<file path="config.mk">
export PLATFORM = sky130hd
export DESIGN_NAME = utf16_to_utf8_transcoder
export DESIGN_NICKNAME = d
export VERILOG_FILES = /design/src/sv/u16u8_pkg.sv /design/src/sv/u16u8_front.sv /design/src/sv/u16u8_queue.sv /design/src/sv/u16u8_back.sv /design/src/sv/utf16_to_utf8_transcoder.sv
export SDC_FILE = /design/constraint.sdc
export NUM_CORES = 1
export LEC_CHECK = 0
export CORE_MARGIN = 1.5
export CORE_UTILIZATION = 63
export DETAILED_ROUTE_END_ITERATION = 6
export DONT_BUFFER_PORTS = 1
export GPL_TIMING_DRIVEN = 0
export PLACE_DENSITY = 0.77
export SYNTH_ARGS = -nofsm -noshare
export SYNTH_HDL_FRONTEND = slang
export SYNTH_SLANG_ARGS = --single-unit
</file>
<file path="constraint.sdc">
create_clock -name aclk -period 4.3 [get_ports aclk]
set_clock_uncertainty 0.2 [all_clocks]
set_input_delay 0.645 -clock aclk [delete_from_list [all_inputs] [get_ports aclk]]
set_output_delay 0.645 -clock aclk [all_outputs]
set_load 0.01 [all_outputs]
</file>
<file path="src/sv/u16u8_pkg.sv">
package u16u8_pkg;

    localparam int unsigned MAX_BYTES   = 6;
    localparam int unsigned QUEUE_DEPTH = 2;

    localparam logic [5:0]  HIGH_TAG  = 6'b110110;
    localparam logic [5:0]  LOW_TAG   = 6'b110111;
    localparam logic [20:0] SUPP_BASE = 21'h10000;
    localparam logic [7:0]  LEAD2     = 8'hc0;
    localparam logic [7:0]  LEAD3     = 8'he0;
    localparam logic [7:0]  LEAD4     = 8'hf0;
    localparam logic [7:0]  CONT      = 8'h80;

    typedef struct packed {
        logic [MAX_BYTES-1:0][7:0] bytes;
        logic [2:0]                count;
        logic                      final_unit;
    } job_t;

    typedef struct packed {
        logic [2:0][7:0] bytes;
        logic [1:0]      count;
    } bmp_enc_t;

    function automatic bmp_enc_t encode_bmp(input logic [15:0] u);
        bmp_enc_t e;
        e = '0;
        if (u[15:7] == 9'd0) begin
            e.bytes[0] = {1'b0, u[6:0]};
            e.count    = 2'd1;
        end else if (u[15:11] == 5'd0) begin
            e.bytes[0] = LEAD2 | {3'b000, u[10:6]};
            e.bytes[1] = CONT | {2'b00, u[5:0]};
            e.count    = 2'd2;
        end else begin
            e.bytes[0] = LEAD3 | {4'b0000, u[15:12]};
            e.bytes[1] = CONT | {2'b00, u[11:6]};
            e.bytes[2] = CONT | {2'b00, u[5:0]};
            e.count    = 2'd3;
        end
        return e;
    endfunction

endpackage

</file>
<file path="src/sv/u16u8_front.sv">
module u16u8_front
    import u16u8_pkg::*;
(
    input  logic        aclk,
    input  logic        aresetn,
    input  logic        accept,
    input  logic [15:0] code_unit,
    input  logic        unit_is_final,
    output logic        push,
    output job_t        push_job
);

    logic       held_valid_reg, held_valid_next;
    logic [9:0] held_bits_reg, held_bits_next;

    logic        is_high, is_low, pair, emit_unit;
    logic [20:0] cp;
    bmp_enc_t    held_enc, unit_enc;

    assign is_high = (code_unit[15:10] == HIGH_TAG);
    assign is_low  = (code_unit[15:10] == LOW_TAG);
    assign pair    = held_valid_reg && is_low;
    assign cp      = SUPP_BASE + {1'b0, held_bits_reg, code_unit[9:0]};
    assign emit_unit = !(is_high && !unit_is_final);
    assign held_enc  = encode_bmp({HIGH_TAG, held_bits_reg});
    assign unit_enc  = encode_bmp(code_unit);

    always_comb begin
        push_job = '0;
        push_job.final_unit = unit_is_final;
        if (pair) begin
            push_job.bytes[0] = LEAD4 | {5'b00000, cp[20:18]};
            push_job.bytes[1] = CONT | {2'b00, cp[17:12]};
            push_job.bytes[2] = CONT | {2'b00, cp[11:6]};
            push_job.bytes[3] = CONT | {2'b00, cp[5:0]};
            push_job.count    = 3'd4;
        end else if (held_valid_reg) begin
            push_job.bytes[2:0] = held_enc.bytes;
            push_job.bytes[5:3] = unit_enc.bytes;
            push_job.count      = emit_unit ? 3'd3 + {1'b0, unit_enc.count} : 3'd3;
        end else begin
            push_job.bytes[2:0] = unit_enc.bytes;
            push_job.count      = emit_unit ? {1'b0, unit_enc.count} : 3'd0;
        end
    end

    assign push = accept && (push_job.count != 3'd0);

    always_comb begin
        held_valid_next = held_valid_reg;
        held_bits_next  = held_bits_reg;
        if (accept) begin
            if (!pair && !emit_unit) begin
                held_valid_next = 1'b1;
                held_bits_next  = code_unit[9:0];
            end else begin
                held_valid_next = 1'b0;
                held_bits_next  = '0;
            end
        end
    end

    always_ff @(posedge aclk) begin
        if (!aresetn) begin
            held_valid_reg <= 1'b0;
            held_bits_reg  <= '0;
        end else begin
            held_valid_reg <= held_valid_next;
            held_bits_reg  <= held_bits_next;
        end
    end

endmodule

</file>
<file path="src/sv/u16u8_queue.sv">
module u16u8_queue
    import u16u8_pkg::*;
(
    input  logic aclk,
    input  logic aresetn,
    input  logic push,
    input  job_t push_job,
    input  logic pop,
    output logic full,
    output logic head_valid,
    output job_t head_job
);

    localparam int unsigned PTR_W = $clog2(QUEUE_DEPTH);
    localparam int unsigned CNT_W = $clog2(QUEUE_DEPTH + 1);

    job_t             slots_reg [QUEUE_DEPTH];
    logic [PTR_W-1:0] wr_ptr_reg, wr_ptr_next;
    logic [PTR_W-1:0] rd_ptr_reg, rd_ptr_next;
    logic [CNT_W-1:0] count_reg, count_next;

    assign full       = (count_reg == CNT_W'(QUEUE_DEPTH));
    assign head_valid = (count_reg != '0);
    assign head_job   = slots_reg[rd_ptr_reg];

    always_comb begin
        wr_ptr_next = wr_ptr_reg;
        rd_ptr_next = rd_ptr_reg;
        count_next  = count_reg;
        if (push) begin
            wr_ptr_next = (wr_ptr_reg == PTR_W'(QUEUE_DEPTH - 1)) ? '0 : wr_ptr_reg + 1'b1;
        end
        if (pop) begin
            rd_ptr_next = (rd_ptr_reg == PTR_W'(QUEUE_DEPTH - 1)) ? '0 : rd_ptr_reg + 1'b1;
        end
        case ({push, pop})
            2'b10:   count_next = count_reg + 1'b1;
            2'b01:   count_next = count_reg - 1'b1;
            default: count_next = count_reg;
        endcase
    end

    always_ff @(posedge aclk) begin
        if (push) begin
            slots_reg[wr_ptr_reg] <= push_job;
        end
    end

    always_ff @(posedge aclk) begin
        if (!aresetn) begin
            wr_ptr_reg <= '0;
            rd_ptr_reg <= '0;
            count_reg  <= '0;
        end else begin
            wr_ptr_reg <= wr_ptr_next;
            rd_ptr_reg <= rd_ptr_next;
            count_reg  <= count_next;
        end
    end

endmodule

</file>
<file path="src/sv/u16u8_back.sv">
module u16u8_back
    import u16u8_pkg::*;
(
    input  logic       aclk,
    input  logic       aresetn,
    input  logic       head_valid,
    input  job_t       head_job,
    output logic       pop,
    output logic       out_valid,
    input  logic       out_ready,
    output logic [7:0] out_byte,
    output logic       run_last,
    output logic       byte_is_final
);

    job_t       cur_reg, cur_next;
    logic       cur_valid_reg, cur_valid_next;
    logic [2:0] idx_reg, idx_next;
    logic       last_byte, done;

    assign last_byte     = (idx_reg == cur_reg.count - 3'd1);
    assign done          = out_valid && out_ready && last_byte;
    assign pop           = head_valid && (!cur_valid_reg || done);
    assign out_valid     = cur_valid_reg;
    assign out_byte      = cur_reg.bytes[idx_reg];
    assign run_last      = last_byte;
    assign byte_is_final = last_byte && cur_reg.final_unit;

    always_comb begin
        cur_next       = cur_reg;
        cur_valid_next = cur_valid_reg;
        idx_next       = idx_reg;
        if (pop) begin
            cur_next       = head_job;
            cur_valid_next = 1'b1;
            idx_next       = '0;
        end else if (done) begin
            cur_valid_next = 1'b0;
            idx_next       = '0;
        end else if (out_valid && out_ready) begin
            idx_next = idx_reg + 3'd1;
        end
    end

    always_ff @(posedge aclk) begin
        cur_reg <= cur_next;
    end

    always_ff @(posedge aclk) begin
        if (!aresetn) begin
            cur_valid_reg <= 1'b0;
            idx_reg       <= '0;
        end else begin
            cur_valid_reg <= cur_valid_next;
            idx_reg       <= idx_next;
        end
    end

endmodule

</file>
<file path="src/sv/utf16_to_utf8_transcoder.sv">
// UTF-16 to UTF-8 transcoder. One code unit enters per s_axis transfer (tlast marks the last
// unit of the string) and its UTF-8 bytes leave one per m_axis transfer; m_axis_tlast marks the
// last byte caused by a unit and m_axis_tuser marks the last byte of the string. A high surrogate
// not on the final unit is held for the next unit; a following low surrogate makes one four-byte
// sequence, else it is flushed as three bytes first. Lone surrogates are encoded, not replaced.
// A unit is taken every cycle while the two-entry job queue has room; the output side sends one
// byte per cycle while m_axis_tready is high, and a unit yields 0 to 6 bytes.
module utf16_to_utf8_transcoder
    import u16u8_pkg::*;
(
    input  logic        aclk,
    input  logic        aresetn,
    input  logic        s_axis_tvalid,
    output logic        s_axis_tready,
    input  logic [15:0] s_axis_tdata,  // code_unit
    input  logic        s_axis_tlast,
    output logic        m_axis_tvalid,
    input  logic        m_axis_tready,
    output logic [7:0]  m_axis_tdata,  // out_byte
    output logic        m_axis_tlast,
    output logic [0:0]  m_axis_tuser   // byte_is_final
);

    logic accept, push, pop, full, head_valid;
    job_t push_job, head_job;

    assign s_axis_tready = !full;
    assign accept        = s_axis_tvalid && s_axis_tready;

    u16u8_front u_front (
        .aclk          (aclk),
        .aresetn       (aresetn),
        .accept        (accept),
        .code_unit     (s_axis_tdata),
        .unit_is_final (s_axis_tlast),
        .push          (push),
        .push_job      (push_job)
    );

    u16u8_queue u_queue (
        .aclk       (aclk),
        .aresetn    (aresetn),
        .push       (push),
        .push_job   (push_job),
        .pop        (pop),
        .full       (full),
        .head_valid (head_valid),
        .head_job   (head_job)
    );

    u16u8_back u_back (
        .aclk          (aclk),
        .aresetn       (aresetn),
        .head_valid    (head_valid),
        .head_job      (head_job),
        .pop           (pop),
        .out_valid     (m_axis_tvalid),
        .out_ready     (m_axis_tready),
        .out_byte      (m_axis_tdata),
        .run_last      (m_axis_tlast),
        .byte_is_final (m_axis_tuser[0])
    );

endmodule

</file>
==> results.json <==
{
  "dieWidth_um": 107.0,
  "fmax_ghz": 0.3081,
  "cp.arrival_ns": 2.40,
  "ir_drop_mv": 0.3361,
  "drive_above_1_share_pct": 23.40,
  "grt_pass1_vias": 4122,
  "gr-total-overflow": 0,
  "synth_area_leaders": "edfxtp_1 (62%), mux2_2 (7.8%), dfxtp_1 (5.6%)",
  "ff_latch_area_mm2": 0.004614,
  "cp-end-kind": "output pin",
  "track_usage_pct": 29.27,
  "final-setup-viol-count": 0,
  "dp_slack_ns": 1.251,
  "crit_type": "register to output pin",
  "final_nets": 495,
  "diodes": 0,
  "drt_iter0_markers": 428,
  "io_buffers": 0,
  "final_cells": 619,
  "ant_nets": 0,
  "setup-tns-final_ns": 0,
  "worstMarginPinSlew_ns": 0.8976,
  "root_buffer": "clkbuf_8",
  "syn_area_per_cell_um2": 15.34,
  "multi_input_area_mm2": 0.002052,
  "syn-instance-count": 444,
  "syn_nets": 469,
  "hold_ws_ns": 0.02843,
  "dp_hpwl_um": 9473,
  "dp_cells": 585,
  "drt-wirelength-per-cell_um": 24.70,
  "yosysWarnings": 0,
  "drv_cap": 0,
  "netlist_area_mm2": 0.006810,
  "synth-seq-area-share_pct": 67.76,
  "cts_buffers": 17,
  "cp.required_ns": 3.45,
  "synth_top_area_share_pct": 62.17,
  "rsz0062_at_grt": "false",
  "async_flop_share_pct": 0,
  "yosysTopAreaCell": "edfxtp_1",
  "clk_pin_slew_ns": 0.07,
  "grt_max_degree": 39,
  "synth.distinct_cells": 52,
  "cts_setup_buffers": 0,
  "hold_class": "input port to register",
  "place_congestion": 0.9303,
  "clk_latency_ns": 0.54,
  "core-area_mm2": 0.01042,
  "slew_headroom_pct": 40.16,
  "synth_edf_count": 141,
  "numClockSinks": 160,
  "layout_setup_ws_ns": 1.054,
  "worstPathMaxFanout": 5,
  "min_period_ns": 3.246,
  "cts.path.max_buffers": 2,
  "timing.final.crit_share_pct": 75.49,
  "die_area_mm2": 0.01144,
  "antenna_found_initial": 0,
  "drc": 0,
  "final_hold_viol_count": 0,
  "grt_pass1_wl_um": 23490,
  "slew_violations": 0,
  "synth-seq-cells": 160,
  "drt_pass1_iterations": 5,
  "rows": 37,
  "start_kind": "register",
  "cts_tree": "yes",
  "fillers": 641,
  "vias": 4033,
  "drt-total-wl_um": 15290,
  "viasPerCell": 6.515,
  "start_util_pct": 65.38,
  "ioPinCount": 33,
  "synth_flop_cell": "edfxtp_1",
  "leakagePower_uw": 0.002628,
  "largest_reg_flops": 94,
  "htree_levels": 4,
  "outcome": "finished, final reports clean",
  "power_density_mw_per_mm2": 608.6,
  "syn2layout_area_growth_pct": 13.65,
  "die_y_um": 107.0
}
==> critical path, stage by stage (launching register included) <==
cell and delay (ns):
edfxtp_1 0.40, inv_1 0.08, ha_1 0.16, xor3_1 0.29, nor3_1 0.65, and2_1 0.28
==> routing by layer <==
layer	part of all wire (%)	GRT usage, %	vias to the layer above
met3	8.5	8.207	41
met2	50	46.70	215
met4	3.3	12.57	0
met5	0	0	-
met1	38	37.95	1996
li1	-	-	1781
==> path summary, 6_finish.rpt <==
check	startpoint	end	slack (ns)	cells after the start
hold / removal	s_axis_tdata[8]	u_front.held_bits_reg[8]	0.03	1
setup reg to reg	u_back.cur_reg[1]	u_queue.count_reg[1]	1.22	8
hold reg to reg	u_queue.wr_ptr_reg	u_queue.wr_ptr_reg	0.30	2
setup / recovery	u_back.cur_reg[1]	m_axis_tuser	1.05	5
==> Yosys cell counts, types with 3 or more instances <==
library cell and number:
edfxtp_1 141, mux2_2 47, mux2i_1 23, nor2_1 21, dfxtp_1 19, clkbuf_1 17, a21oi_1 16, nand2_1 16
inv_1 14, o22ai_1 14, o21ai_0 11, a22o_1 10, nor3_1 8, and2_1 7, mux4_2 6, nand3_1 6
a22oi_2 5, nand2b_1 5, xnor2_1 5, and3_1 4, buf_2 4, ha_1 4, or3_1 4, xor2_1 3
==> repair_timing <==
action                     CTS  global route
setup endpoints to repair    0             0
hold endpoints to repair     3             0
hold buffers                 2             0
resized for setup            0             0
==> final cells by class <==
type                            count  share of cell area, %
Sequential cell                   160                  59.62
Multi-Input combinational cell    247                  26.51
Clock buffer                       17                  5.351
Clock inverter                     15                  3.104
Tap cell                          136                  2.199
Timing Repair Buffer                7                  1.261
Buffer                             22                  1.229
Inverter                           15                 0.7274
==> report_power, final <==
| part | total, uW | leakage (uW) | switching [uW] | internal [uW] |
|---|---|---|---|---|
| clock | 1670 | 0.000317 | 609 | 1060 |
| sequential | 2210 | 0.00145 | 105 | 2100 |
| combinational | 834 | 0.000861 | 489 | 345 |
==> kinds of logic (layout without fill, tap and decap cells) <==
group	after synthesis	in the layout	synth area share, %
mux	76	76	13.14
compound gates	73	73	7.937
buf+inv	37	76	2.223
simple gates	85	85	6.835
xor+xnor	9	9	1.378
fa+ha+maj	4	4	0.7349
flops	160	160	67.76
==> placed cells by master (no fill, tap or decap), types with 3 or more instances in the layout <==
master     netlist  final
mux4_2           6      6
xor2_1           3      3
a22oi_2          5      5
mux2_2          47     47
inv_1           14     13
a22o_1          10     10
ha_1             4      4
clkinv_4         0      3
or3_1            4      4
a21oi_1         16     16
edfxtp_1       141    141
clkbuf_1        17     17
buf_6            1      3
nand2_1         16     16
nor2_1          21     20
dfxtp_1         19     19
nand2b_1         5      5
and2_1           7      7
clkbuf_16        0     16
nor3_1           8      8
bufinv_16        0      6
o21ai_0         11     11
o22ai_1         14     14
buf_2            4      4
mux2i_1         23     23
nand3_1          6      6
xnor2_1          5      5
and3_1           4      4
==> per-stage QoR <==
stage	power, uW	area (um2)	utilization [%]
global placement	2976	6980	67.02
finish	4711	7740	74.31
floorplan	2792	6810	-
global route	4867	7740	74.31
CTS	4715	7740	74.31
detailed placement	3044	7066	67.83
Power figures use the tool's default switching activity.
